$ cat config.mk
export PLATFORM = sky130hd
export DESIGN_NAME = lut3d_queue
export DESIGN_NICKNAME = d
export VERILOG_FILES = /design/src/hw/rtl/assert_macros.svh /design/src/hw/rtl/lut3d_pkg.sv /design/src/hw/rtl/lut3d_queue.sv
export SDC_FILE = /design/constraint.sdc
export NUM_CORES = 1
export LEC_CHECK = 0
export BUFFER_PORTS_ARGS = -buffer_cell sky130_fd_sc_hd__buf_2
export CORE_MARGIN = 1
export CORE_UTILIZATION = 56
export CTS_CLUSTER_DIAMETER = 100
export DETAILED_ROUTE_END_ITERATION = 10
export HOLD_SLACK_MARGIN = 0.08
export PLACE_DENSITY = 0.85
export SETUP_SLACK_MARGIN = 0.02
export SYNTH_ARGS = -nofsm -noshare
export SYNTH_HDL_FRONTEND = slang
export SYNTH_SLANG_ARGS = --single-unit
$ cat constraint.sdc
create_clock -name clk -period 8.2 [get_ports clk]
set_input_delay 0 -clock clk [delete_from_list [all_inputs] [get_ports clk]]
set_output_delay 0 -clock clk [all_outputs]
set_load 0.02 [all_outputs]
$ cat src/hw/rtl/assert_macros.svh
// Assertion helpers used by lut3d_back; they expect clk and rst in scope.
`ifndef ASSERT_MACROS_SVH
`define ASSERT_MACROS_SVH

// Property must hold at every clock edge out of reset.
`define LUT_ASSERT(lbl, prop, msg) \
  lbl: assert property (@(posedge clk) disable iff (rst) prop) else $error(msg);

// Condition must never be true out of reset.
`define LUT_NEVER(lbl, cond, msg) \
  lbl: assert property (@(posedge clk) disable iff (rst) !(cond)) else $error(msg);

`endif

$ cat src/hw/rtl/lut3d_pkg.sv
`timescale 1ns / 1ps
// ----------------------------------------------------------------------------
// lut3d_pkg
// Types and constants of the 3D LUT trilinear interpolator.
// ----------------------------------------------------------------------------
package lut3d_pkg;

  localparam int MAX_GRID_DEF = 17;
  localparam int GRID_W       = 5;
  localparam logic [GRID_W-1:0] GRID_RESET = 5'd17;
  localparam int POS_W        = 15;   // g <= 31, so g^3 - 1 fits
  localparam int SQ_W         = 10;
  localparam int FAC_W        = 17;
  localparam int ACC_W        = 37;
  localparam logic [FAC_W-1:0] ONE_Q16 = 17'h10000;

  localparam logic CMD_LOAD  = 1'b0;
  localparam logic CMD_PIXEL = 1'b1;

  typedef enum logic [1:0] {
    OP_NONE,
    OP_LOAD,
    OP_PIXEL
  } op_t;

  typedef enum logic [1:0] {
    ST_IDLE,
    ST_RUN,
    ST_DRAIN,
    ST_DONE
  } back_state_t;

  typedef struct packed {
    logic               cmd;
    logic [12:0]        entry_index;
    logic [1:0]         entry_channel;
    logic signed [15:0] entry_value;
    logic [15:0]        red;
    logic [15:0]        green;
    logic [15:0]        blue;
  } item_t;

  typedef struct packed {
    logic signed [15:0] chan0;
    logic signed [15:0] chan1;
    logic signed [15:0] chan2;
    logic signed [15:0] chan3;
  } result_t;

  typedef struct packed {
    op_t                op;
    logic [POS_W-1:0]   pos;
    logic [1:0]         chan;
    logic signed [15:0] value;
    logic [15:0]        frac0;
    logic [15:0]        frac1;
    logic [15:0]        frac2;
  } job_t;

endpackage

$ cat src/hw/rtl/lut3d_queue.sv
`timescale 1ns / 1ps
// ----------------------------------------------------------------------------
// lut3d_queue
// Two-entry job queue between front and back.
// ----------------------------------------------------------------------------
module lut3d_queue (
  input  logic            clk,
  input  logic            rst,
  input  logic            push_valid,
  output logic            push_ready,
  input  lut3d_pkg::job_t push_job,
  output logic            pop_valid,
  input  logic            pop_ready,
  output lut3d_pkg::job_t pop_job
);

  lut3d_pkg::job_t slots [2];
  logic [1:0]      count;
  logic            rd_ptr;
  logic            wr_ptr;
  logic            push;
  logic            pop;

  assign push_ready = (count != 2'd2);
  assign pop_valid  = (count != 2'd0);
  assign push       = push_valid && push_ready;
  assign pop        = pop_valid && pop_ready;
  assign pop_job    = slots[rd_ptr];

  always_ff @(posedge clk) begin
    if (rst) begin
      count  <= 2'd0;
      rd_ptr <= 1'b0;
      wr_ptr <= 1'b0;
    end else begin
      if (push) wr_ptr <= !wr_ptr;
      if (pop)  rd_ptr <= !rd_ptr;
      if (push && !pop) count <= count + 2'd1;
      else if (pop && !push) count <= count - 2'd1;
    end
  end

  always_ff @(posedge clk) begin
    if (push) slots[wr_ptr] <= push_job;
  end

endmodule

==> results.md <==
- Critical path depth: 4
- Fillers: 569
- Max Cap Viol: 0
- CP max stage cell: buf_4
- Slew @ Worst Pin: 1154 ps
- Synth area leader: edfxtp_1
- Crit. End Element: register
- Fin cells: 705
- Top sig layer: met4
- Crit path arrival time: 2430 ps
- First-pass GRT wire length: 18.44 mm
- RSZ-0062 raised after global routing: false
- CTS Buffer Depth: 2
- CTS Root Cell: clkbuf_8
- Crit path time final: 2276 ps
- Gr usage total: 22.09%
- Final instance area: 0.008625 mm²
- CP delay by family, top: buffers and inverters
- Initial DRT Pass Iterations: 4
- Worst-path cell chain: nand2b_1 -> nand3b_1 -> clkinv_2 -> buf_4
- Fmax achieved: 0.4394 GHz
- Congestion Overflow GR: 0
- # IOs: 172
- Tcrit/Tclk final: 27.75%
- Finish-stage setup viols: 0
- Num rows: 38
- Fin Clk Skew: 9.964 ps
- Hold Path Class: in2reg
- Width of the die: 107.5 µm
- Async S/R FF share, synth: 0%
- Setup TNS: 0 ps
- Final Hold Vio Count: 0
- Clock slew at reported path FFs: 70 ps
- Flop and latch count out of synthesis: 171
- Met2 WL: 6.582 mm
- Core area: 0.01084 mm²
- Worst EP required: 8350 ps
- Lkg Pwr: 3.268 nW
- Antenna Nets Post-Route: 0
- Post-CTS Resized: 0
- Pwr dens: 298.1 mW/mm²
- Worst-skew pair later-pin latency: 530 ps
- Drt total wl: 12.49 mm
- Sequential share of the synthesized area: 81.57%
- Post-DP HPWL: 6.656 mm
- Mapped Nets: 370
- Largest net degree at the start of global routing: 84
- Initial core utilization: 57.50%
- Main area contributors after synthesis: edfxtp_1 80%, mux2_2 15%, dfxtp_1 1.6%
- M1 WL: 4.813 mm
- Via count: 3567
- WS Path Type: reg2reg
- Placed cell areas: 0.007191 mm²
- Status: finished clean
- Count leader, synth: edfxtp_1
- Number of global-route vias before repair: 3769
- Share of the synthesized area in the top cell type: 79.97%
- Worst reg2reg path depth: 4
- Average cell area after synthesis: 22.10 µm²
- Via density: 5.060
- Drt initial violations: 133
- Full die area: 0.01156 mm²
- H-tree Lvls: 4
- Rel. slew slack: 23.07%
- Initial antenna violation count: 0
- Synthesized area: 0.006233 mm²
- Post-synth top cells: 166 x edfxtp_1, 83 x mux2_2, 7 x buf_6
- Post-synth EDFFs: 166
- Layout cells sized above 1: 51.68%
- DR DRC count: 0
- CP Buf/Inv Count: 2
- Clock tree sinks: 171
- TritonCTS buffer count: 17
- Met3 routed wirelength: 726 µm
- Max incr delay on CP: 630 ps
- Number of library cell types mapped by synthesis: 19
- Max VDD drop: 0.2371 mV
- Crit path max fanout: 47
- Buffers on Ports: 171
- Final-stage net count: 640
- Mapped Cells: 282
- Worst Hold Depth: 2
- Area Growth Syn to Fin: 38.36%
- Placed cells: 585
- Worst Setup Start Kind: register
- Inserted Diodes: 0
- Yosys warnings: 0
- Vert. Die Dim: 107.5 µm
- Synth Flop Type: edfxtp_1
- Gpl congestion: 0.7004
- Routed WL per cell: 17.71 µm
- CTS tree: yes
- Final slew viol count: 0
## state kept, by name (all words and copies together), names as in the netlist, named ones only
signal / cells
slots: 166
count: 2
rd_ptr: 1
wr_ptr: 1
## layer usage
layer / vias to the layer above / global-route usage [%]
met3: 31 / 6.235
li1: 1660 / -
met4: 0 / 10.47
met1: 1740 / 24.54
met2: 136 / 39.01
met5: - / 0
## cell usage in the layout, fill, tap and decap left out
cell	netlist	routed
a21oi_1	2	2
o21ai_0	2	2
nor2_1	3	3
clkinv_2	0	4
nand3b_1	1	1
clkinvlp_4	0	2
buf_4	1	1
bufinv_16	0	1
buf_2	1	171
clkinv_4	0	3
dlygate4sd3_1	0	88
dfxtp_1	5	4
or3_1	1	1
clkbuf_8	0	1
ha_1	1	1
nand2b_1	1	1
or2_2	1	1
mux2_2	83	83
and3_4	0	1
dfxtp_4	0	1
xor2_1	3	3
edfxtp_1	166	166
inv_6	0	6
a21bo_2	1	1
clkbuf_16	0	16
and2_1	1	1
## cells by family after synthesis
family          Yosys count  share of synthesized area [%]
compound gates            5                         0.4818
xor+xnor                  3                         0.4216
fa+ha+maj                 1                         0.2007
buf+inv                  10                          1.525
flops                   171                          81.57
mux                      83                          14.99
simple gates              9                         0.8032
## through the flow
stage | hold slack, ps | setup WS [ps] | utilization, % | power (mW)
global placement | 187.8 | 6000 | 66.33 | 1.779
CTS | 176.0 | 5917 | 79.56 | 2.571
detailed placement | 191.8 | 5935 | 66.33 | 1.797
finish | 197.2 | 5924 | 79.56 | 2.571
floorplan | 69.07 | 5040 | - | 1.616
global route | 178.2 | 5801 | 79.56 | 2.664
## worst paths after layout
| kind | startpoint | endpoint | slack (ps) |
|---|---|---|---|
| worst min-delay path | push_job[80] | slots[1][80] | 200 |
| worst max-delay path | count[0] | slots[0][61] | 5920 |
| worst max register to register | count[0] | slots[0][61] | 5920 |
| worst min register to register | count[1] | count[1] | 510 |
## power by group
group	switching [mW]	total, mW	internal, mW
sequential	0.0842	1.18	1.09
clock	0.340	0.749	0.408
combinational	0.357	0.644	0.287
## layout make-up
class	instances	area [µm²]	share of cell area, %
clock buffers	17	414.1	4.802
clock inverters	15	138.9	1.610
well taps	140	175.2	2.031
inverters	1	5.005	0.05803
multi-input cells	101	1059	12.27
flip-flops and latches	171	5089	59.00
repair buffers	260	1744	20.22
## what timing repair did
action | in CTS | in global routing
hold endpoints to repair | 171 | 0
buffers inserted | 0 | 0
hold buffers | 88 | 0
Note: power is estimated with default switching activity, not from simulation.
