$ cat src/hw/rtl/assert_macros.svh
// Assertion helpers used by lut3d_back; they expect clk and rst in scope.
`ifndef ASSERT_MACROS_SVH
`define ASSERT_MACROS_SVH

// Property must hold at every clock edge out of reset.
`define LUT_ASSERT(lbl, prop, msg) \
  lbl: assert property (@(posedge clk) disable iff (rst) prop) else $error(msg);

// Condition must never be true out of reset.
`define LUT_NEVER(lbl, cond, msg) \
  lbl: assert property (@(posedge clk) disable iff (rst) !(cond)) else $error(msg);

`endif

$ cat src/hw/rtl/lut3d_pkg.sv
`timescale 1ns / 1ps
// ----------------------------------------------------------------------------
// lut3d_pkg
// Types and constants of the 3D LUT trilinear interpolator.
// ----------------------------------------------------------------------------
package lut3d_pkg;

  localparam int MAX_GRID_DEF = 17;
  localparam int GRID_W       = 5;
  localparam logic [GRID_W-1:0] GRID_RESET = 5'd17;
  localparam int POS_W        = 15;   // g <= 31, so g^3 - 1 fits
  localparam int SQ_W         = 10;
  localparam int FAC_W        = 17;
  localparam int ACC_W        = 37;
  localparam logic [FAC_W-1:0] ONE_Q16 = 17'h10000;

  localparam logic CMD_LOAD  = 1'b0;
  localparam logic CMD_PIXEL = 1'b1;

  typedef enum logic [1:0] {
    OP_NONE,
    OP_LOAD,
    OP_PIXEL
  } op_t;

  typedef enum logic [1:0] {
    ST_IDLE,
    ST_RUN,
    ST_DRAIN,
    ST_DONE
  } back_state_t;

  typedef struct packed {
    logic               cmd;
    logic [12:0]        entry_index;
    logic [1:0]         entry_channel;
    logic signed [15:0] entry_value;
    logic [15:0]        red;
    logic [15:0]        green;
    logic [15:0]        blue;
  } item_t;

  typedef struct packed {
    logic signed [15:0] chan0;
    logic signed [15:0] chan1;
    logic signed [15:0] chan2;
    logic signed [15:0] chan3;
  } result_t;

  typedef struct packed {
    op_t                op;
    logic [POS_W-1:0]   pos;
    logic [1:0]         chan;
    logic signed [15:0] value;
    logic [15:0]        frac0;
    logic [15:0]        frac1;
    logic [15:0]        frac2;
  } job_t;

endpackage

$ cat src/hw/rtl/lut3d_front.sv
`timescale 1ns / 1ps
// ----------------------------------------------------------------------------
// lut3d_front
// Accepts transactions, splits pixels into cell base and fractions, drops
// out-of-range loads and hands jobs to the queue.
// ----------------------------------------------------------------------------
module lut3d_front #(
  parameter int MAX_GRID = lut3d_pkg::MAX_GRID_DEF
) (
  input  logic                           clk,
  input  logic                           rst,
  input  logic                           item_valid,
  output logic                           item_ready,
  input  lut3d_pkg::item_t               item,
  input  logic [lut3d_pkg::GRID_W-1:0]   geff,
  input  logic [lut3d_pkg::SQ_W-1:0]     gsq,
  output logic                           job_valid,
  input  logic                           job_ready,
  output lut3d_pkg::job_t                job
);

  localparam int SPAN = MAX_GRID * MAX_GRID * MAX_GRID;
  localparam int MW   = 16 + lut3d_pkg::GRID_W;

  logic                           s1_valid;
  lut3d_pkg::op_t                 s1_op;
  logic [12:0]                    s1_index;
  logic [1:0]                     s1_chan;
  logic signed [15:0]             s1_value;
  logic [lut3d_pkg::GRID_W-1:0]   s1_idx [3];
  logic [15:0]                    s1_frac [3];

  logic [lut3d_pkg::GRID_W-1:0]   gm1;
  logic [MW-1:0]                  scaled [3];
  logic [15:0]                    comp [3];
  logic                           advance;
  logic [lut3d_pkg::POS_W-1:0]    base;

  assign gm1     = geff - lut3d_pkg::GRID_W'(1);
  assign comp[0] = item.red;
  assign comp[1] = item.green;
  assign comp[2] = item.blue;

  always_comb begin
    for (int a = 0; a < 3; a++) begin
      scaled[a] = MW'(comp[a]) * MW'(gm1);
    end
  end

  assign advance    = !s1_valid || (s1_op == lut3d_pkg::OP_NONE) || job_ready;
  assign item_ready = advance;
  assign job_valid  = s1_valid && (s1_op != lut3d_pkg::OP_NONE);

  always_ff @(posedge clk) begin
    if (rst) begin
      s1_valid <= 1'b0;
    end else if (advance) begin
      s1_valid <= item_valid;
    end
  end

  always_ff @(posedge clk) begin
    if (advance && item_valid) begin
      if (item.cmd == lut3d_pkg::CMD_PIXEL) begin
        s1_op <= lut3d_pkg::OP_PIXEL;
      end else if (32'(item.entry_index) < SPAN) begin
        s1_op <= lut3d_pkg::OP_LOAD;
      end else begin
        s1_op <= lut3d_pkg::OP_NONE;
      end
      s1_index <= item.entry_index;
      s1_chan  <= item.entry_channel;
      s1_value <= item.entry_value;
      for (int a = 0; a < 3; a++) begin
        s1_idx[a]  <= scaled[a][MW-1:16];
        s1_frac[a] <= scaled[a][15:0];
      end
    end
  end

  assign base = lut3d_pkg::POS_W'(s1_idx[0])
              + lut3d_pkg::POS_W'(s1_idx[1]) * lut3d_pkg::POS_W'(geff)
              + lut3d_pkg::POS_W'(s1_idx[2]) * lut3d_pkg::POS_W'(gsq);

  always_comb begin
    job.op    = s1_op;
    job.pos   = (s1_op == lut3d_pkg::OP_PIXEL) ? base : lut3d_pkg::POS_W'(s1_index);
    job.chan  = s1_chan;
    job.value = s1_value;
    job.frac0 = s1_frac[0];
    job.frac1 = s1_frac[1];
    job.frac2 = s1_frac[2];
  end

endmodule

$ cat config.mk
export PLATFORM = sky130hd
export DESIGN_NAME = lut3d_front
export DESIGN_NICKNAME = d
export VERILOG_FILES = /design/src/hw/rtl/assert_macros.svh /design/src/hw/rtl/lut3d_pkg.sv /design/src/hw/rtl/lut3d_front.sv
export SDC_FILE = /design/constraint.sdc
export NUM_CORES = 1
export LEC_CHECK = 0
export BUFFER_PORTS_ARGS = -buffer_cell sky130_fd_sc_hd__buf_2
export CORE_MARGIN = 2
export CORE_UTILIZATION = 64
export CTS_CLUSTER_SIZE = 10
export DETAILED_ROUTE_END_ITERATION = 7
export PLACE_DENSITY = 0.94
export SLEW_MARGIN = 20
export SYNTH_ARGS = -nofsm -noshare
export SYNTH_HDL_FRONTEND = slang
export SYNTH_SLANG_ARGS = --single-unit
$ cat constraint.sdc
create_clock -name clk -period 16.01 [get_ports clk]
set_clock_uncertainty 0.2 [all_clocks]
set_input_delay 1.601 -clock clk [delete_from_list [all_inputs] [get_ports clk]]
set_output_delay 1.601 -clock clk [all_outputs]
set_load 0.02 [all_outputs]
==> out/results.ini, run 1 <==
[synthesis]
synth_top_cell_area_share_pct = 26.9
netlist_area_sq_mm = 0.0133
syn_nets = 1797
syn_inst = 1384
seq_area_frac_synth_pct = 21.8
synth_top_cell_by_area = fa_1
synth_seq_cells = 97
synth_edf_count = 96
ys_types = 59
synth_area_leaders = fa_1, edfxtp_1, ha_1
synth_warnings = 0
synth_flop_cell = edfxtp_1
synthArstFlopShare_pct = 0
syn-mean-instance-area_sq_um = 9.63

[routing]
drc = 0
drt_wl_total_um = 29500
routed_via_density = 5.56
drtIter0Drc = 532
wl_per_cell_um = 16.2
num_vias = 10151
antenna_left = 0
firstDrtPassIters = 6

[die]
io_pins = 184
row_count = 52
die_h_um = 148
die_w_um = 148
core_area_sq_mm = 0.0204
dieArea_sq_mm = 0.0220
initial_core_util_pct = 65.5

[place]
dp_slack_ns = 7.51
hpwlAfterDp_um = 23000
placed_cell_area_sq_mm = 0.0145
place_congestion = 0.933
portBuffers = 183
place_inst = 1806

[worst_setup_path]
crit_path_max_fanout = 17
crit_slowest_cell = fa_1
r2r-start = s1_op[1]
endpoint_kind = primary output
cpMostUsedCell = fa_1
worstSetupPathType = in2out
slowest_delay_ns = 0.55
crit_path_start_kind = input port
crit_chain = buf_2, and2_1, fa_1, inv_1, fa_1, inv_1, fa_1, fa_1, inv_1, fa_1, inv_1, ha_1, nor2b_1, o21ai_1, a21oi_1, o21a_1, a21oi_1, or4b_1, nand3_1, buf_2
required_ns = 14.21
r2r_end = s1_frac[0][22]
reg2reg_setup_slack_ns = 13.56
r2r_cells = 4
arrival_ns = 6.71

[timing]
rsz0062_at_grt = no
fin_setup_tns_ns = 0
setup_violations = 0
period_share_pct = 53.1
max_freq_mhz = 118
report.final.slew_viol_count = 0
hold_viol_final = 0
timing.hold.ws_ns = 0.518
max_slew_margin_pct = 38.3
min_period_ns = 8.51
worstMarginPinSlew_ns = 0.926
timing.final.ws_setup_ns = 7.50

[global_routing]
antenna_found_initial = 3
grt_pass1_vias = 10707
grt_pass1_wl_um = 49400
grt_max_degree = 89
track_usage_pct = 27.9
grt-ovfl-total = 0

[pwr]
power.density_mw_per_mm2 = 215
p_leak_nw = 7.53
p_seq_share_pct = 13.7
p_total_mw = 3.19
p_sw_mw = 1.63
p_int_mw = 1.56
p_comb_share_pct = 78.9
peakVddDrop_uv = 276
p_sw_share_pct = 51.1
clockPowerShare_pct = 7.4

[clocking]
clock_latency_ns = 0.37
clkTransAtPathRegs_ns = 0.08
post_cts_buffers = 0
cts_buffers = 9
cts_buffer_depth = 2
cts_root_buffer = clkbuf_16
clock-sinks = 97
tritoncts = done
h-tree-depth = 3
cts_resized = 0
postCtsHoldBufs = 0

[cells_and_area]
fin_area_sq_mm = 0.0149
areaGrowthSynthToFinish_pct = 11.4
most-common-layout-cells = inv_1, buf_2, fa_1
instances_no_fill = 1826
layout.nets = 1960
layout_commonest_cell = inv_1
drive_above_1_share_pct = 14.2
utilization_pct = 72.9

[worst_hold_path]
min_from = s1_valid
hp-class = reg2reg
min_path_cells = 4
min_to = s1_valid

[job]
max_cap_violations = 0

[status]
status = completed

logic make-up after synthesis:
family	Yosys count	synth area share (%)
AO/OA/AOI/OAI	179	8.92
XOR/XNOR	62	4.07
adder cells (fa/ha/maj)	314	39.5
buffers and inverters	310	8.74
flip-flops	97	21.8
multiplexers	3	0.253
AND/OR/NAND/NOR	419	16.7
power groups by stage:
| stage | clock (mW) | combinational, mW | sequential [mW] |
|---|---|---|---|
| 2_1_floorplan | 0 | 1.86 | 0.498 |
| 3_3_place_gp | 0 | 2.35 | 0.438 |
| 3_5_place_dp | 0 | 2.49 | 0.440 |
| 4_1_cts | 0.239 | 2.51 | 0.437 |
| 5_1_grt | 0.246 | 2.83 | 0.444 |
| 6_report | 0.236 | 2.52 | 0.436 |
synthesized netlist by cell type, types with 3 or more instances:
cell / n
o21ai_1: 15
nor2b_1: 62
nor3_1: 8
mux2_2: 3
nand2_1: 132
fa_1: 179
nor2_1: 22
and3_1: 5
o31ai_1: 3
a21oi_1: 52
nand2b_1: 7
a311oi_1: 3
inv_1: 273
a211oi_1: 9
a31oi_1: 6
o21a_1: 4
a211o_1: 3
edfxtp_1: 96
clkbuf_1: 35
xor2_1: 29
nand4_1: 4
nor3b_1: 4
a311o_1: 3
a21o_1: 26
o21ai_0: 21
and2_1: 160
nand3_1: 9
ha_1: 135
xnor2_1: 33
a21boi_1: 3
o21bai_1: 6
cell type report:
type	count	area [sq um]
diodes	4	10.0
clock buffers	9	225
clock inverters	7	93.8
fillers	1386	5510
inverters	273	1020
multi-input cells	977	9300
flip-flops and latches	97	2900
well taps	270	338
repair buffers	189	965
routing by layer:
metal / global-route usage, % / part of all wire, % / vias up
met5: 0 / 0 / -
met4: 10.4 / 2.4 / 0
met2: 49.4 / 51 / 372
met1: 34.9 / 41 / 4984
met3: 3.93 / 5.3 / 67
li1: - / - / 4728
critical path, delay by kind of cell:
family,cells,cell delay [ns]
fa+ha+maj,6,2.88
simple gates,4,0.93
compound gates,4,0.70
buf+inv,6,0.59
sequential cells by signal (all words and copies together) (netlist names):
| name | cells |
|---|---|
| s1_chan | 2 |
| s1_value | 16 |
| s1_idx | 15 |
| s1_valid | 1 |
| s1_index | 13 |
| s1_op | 2 |
| s1_frac | 48 |
worst max-delay path by stage:
stage	startpoint	end	cells after the start
final	geff[0]	job[78]	20
after global routing	geff[0]	job[78]	20
after CTS	geff[0]	job[78]	20
after detailed placement	geff[0]	job[78]	20
after global placement	geff[0]	job[78]	20
after floorplan	geff[0]	job[78]	19
(Power assumes the default switching activity.)
==> run 2: changes to the inputs <==
Settings changed: CORE_UTILIZATION 64 to 54, PLACE_DENSITY 0.94 to 0.85.
Clock period 16.01 ns to 7.8 ns, I/O delays scaled along.
==> out/results.ini, run 2 (same netlist as run 1, synthesis figures left out) <==
[routing]
routed_via_density = 5.29  ; -4.9%
firstDrtPassIters = 5  ; -1
drtIter0Drc = 566  ; +6.4%
drc = 0  ; unchanged
wl_per_cell_um = 15.4  ; -4.6%
drt_wl_total_um = 29000  ; -1.7%
num_vias = 9949  ; -2.0%
antenna_left = 0  ; unchanged

[die]
row_count = 57  ; +9.6%
die_w_um = 161  ; +8.6%
dieArea_sq_mm = 0.0260  ; +18%
die_h_um = 161  ; +8.6%
initial_core_util_pct = 55.0  ; -10 points
io_pins = 184  ; unchanged
core_area_sq_mm = 0.0242  ; +19%

[worst_setup_path]
arrival_ns = 6.05  ; -0.66 ns
crit_path_max_fanout = 17  ; unchanged
cpMostUsedCell = fa_1
crit_path_start_kind = input port
crit_slowest_cell = fa_1
r2r_cells = 4  ; unchanged
required_ns = 6.82  ; -7.39 ns
slowest_delay_ns = 0.55  ; about the same
worstSetupPathType = in2out
endpoint_kind = primary output
crit_chain = buf_2, and2_1, fa_1, inv_1, fa_1, inv_1, fa_1, fa_1, inv_1, fa_1, inv_1, ha_1, nor2b_1, o21ai_1, a21oi_1, o21a_1, a21oi_1, or4b_1, nand3_1, buf_2

[pwr]
peakVddDrop_uv = 650  ; +140%
p_leak_nw = 7.55  ; +0.26%
p_total_mw = 6.55  ; +110%
power.density_mw_per_mm2 = 438  ; +100%

[cells_and_area]
reg_top3 = s1_frac x48, s1_value x16, s1_idx x15
regMostFlops = s1_frac
drive_above_1_share_pct = 14.4  ; +0.17 points
fillers = 2032  ; +47%
most-common-layout-cells = inv_1, buf_2, fa_1
layout.nets = 1963  ; +0.15%
areaGrowthSynthToFinish_pct = 12.2
layout_commonest_cell = inv_1
largest_register_ff_count = 48  ; unchanged

[clocking]
h-tree-depth = 3  ; unchanged
post_cts_buffers = 0  ; unchanged
clock-sinks = 97  ; unchanged
cts_buffer_depth = 2  ; unchanged
cts_resized = 0  ; unchanged
clkTransAtPathRegs_ns = 0.08  ; about the same
postCtsHoldBufs = 0  ; unchanged
cts_root_buffer = clkbuf_16
tritoncts = done
clock_latency_ns = 0.36  ; about the same
cts_buffers = 9  ; unchanged

[worst_hold_path]
hp-class = in2reg
min_path_cells = 2  ; -2

[timing]
worstMarginPinSlew_ns = 0.943  ; +0.0172 ns
max_slew_margin_pct = 36.8  ; -1.5 points
rsz0062_at_grt = no
fin_setup_tns_ns = 0  ; unchanged
setup_violations = 0  ; unchanged
hold_viol_final = 0  ; unchanged
max_freq_mhz = 142
min_period_ns = 7.03
report.final.slew_viol_count = 0  ; unchanged
period_share_pct = 90.1

[global_routing]
grt-ovfl-total = 0  ; unchanged
antenna_found_initial = 2  ; -1
track_usage_pct = 23.0  ; -4.9 points
grt_pass1_wl_um = 48400  ; -1.9%
grt_pass1_vias = 10250  ; -4.3%
grt_max_degree = 59  ; -34%

[status]
status = completed

[job]
max_cap_violations = 0  ; unchanged

[place]
place_congestion = 0.886  ; -5.1%
hpwlAfterDp_um = 23500  ; +1.9%
portBuffers = 183  ; unchanged

[run 2: stage by stage]
stage	instance area, sq um	utilization, %	setup slack, ns	cells	hold slack [ns]
2_1_floorplan	13300	-	1.40	1384	0.380
3_3_place_gp	14600	60.2	1.04	1862	0.438
3_5_place_dp	14600	60.2	0.830	1862	0.464
4_1_cts	14900	61.5	0.817	1878	0.349
5_1_grt	14900	61.7	0.552	1879	0.348
6_report	15000	61.7	0.773	1881	0.368
[run 2: worst max-delay path: cells and delay by family]
family | cells | cell delay, ns
AO/OA/AOI/OAI | 4 | 0.73
adder cells (fa/ha/maj) | 6 | 2.96
buffers and inverters | 6 | 0.62
AND/OR/NAND/NOR | 4 | 0.96
[run 2: metal layers]
metal	wire [um]	vias up	GRT usage (%)
met5	23	-	0
met4	408	4	5.36
met3	1550	38	3.72
met2	14400	273	40.2
met1	12600	4901	30.1
li1	-	4733	-
[run 2: final cells by class]
cell class | count | area [sq um] | area share [%]
Tap cell | 324 | 405 | 2.71
Inverter | 273 | 1020 | 6.85
Sequential cell | 97 | 2900 | 19.4
Multi-Input combinational cell | 977 | 9300 | 62.2
Clock buffer | 9 | 225 | 1.51
Antenna cell | 2 | 5.00 | 0.0335
Timing Repair Buffer | 192 | 1000 | 6.71
Clock inverter | 7 | 91.3 | 0.611
[run 2: worst paths after layout]
| check | start | endpoint | slack, ns |
|---|---|---|---|
| worst min register to register | s1_valid | s1_valid | 0.47 |
| worst min-delay path | rst | s1_valid | 0.37 |
| worst max register to register | s1_op[1] | s1_frac[0][27] | 5.19 |
| worst max-delay path | geff[0] | job[78] | 0.77 |
[run 2: where the power goes]
group          leakage [nW]  switching, mW  internal [mW]
Clock                 0.152          0.246          0.233
Combinational          6.46           3.03           2.14
Sequential            0.944         0.0779          0.818
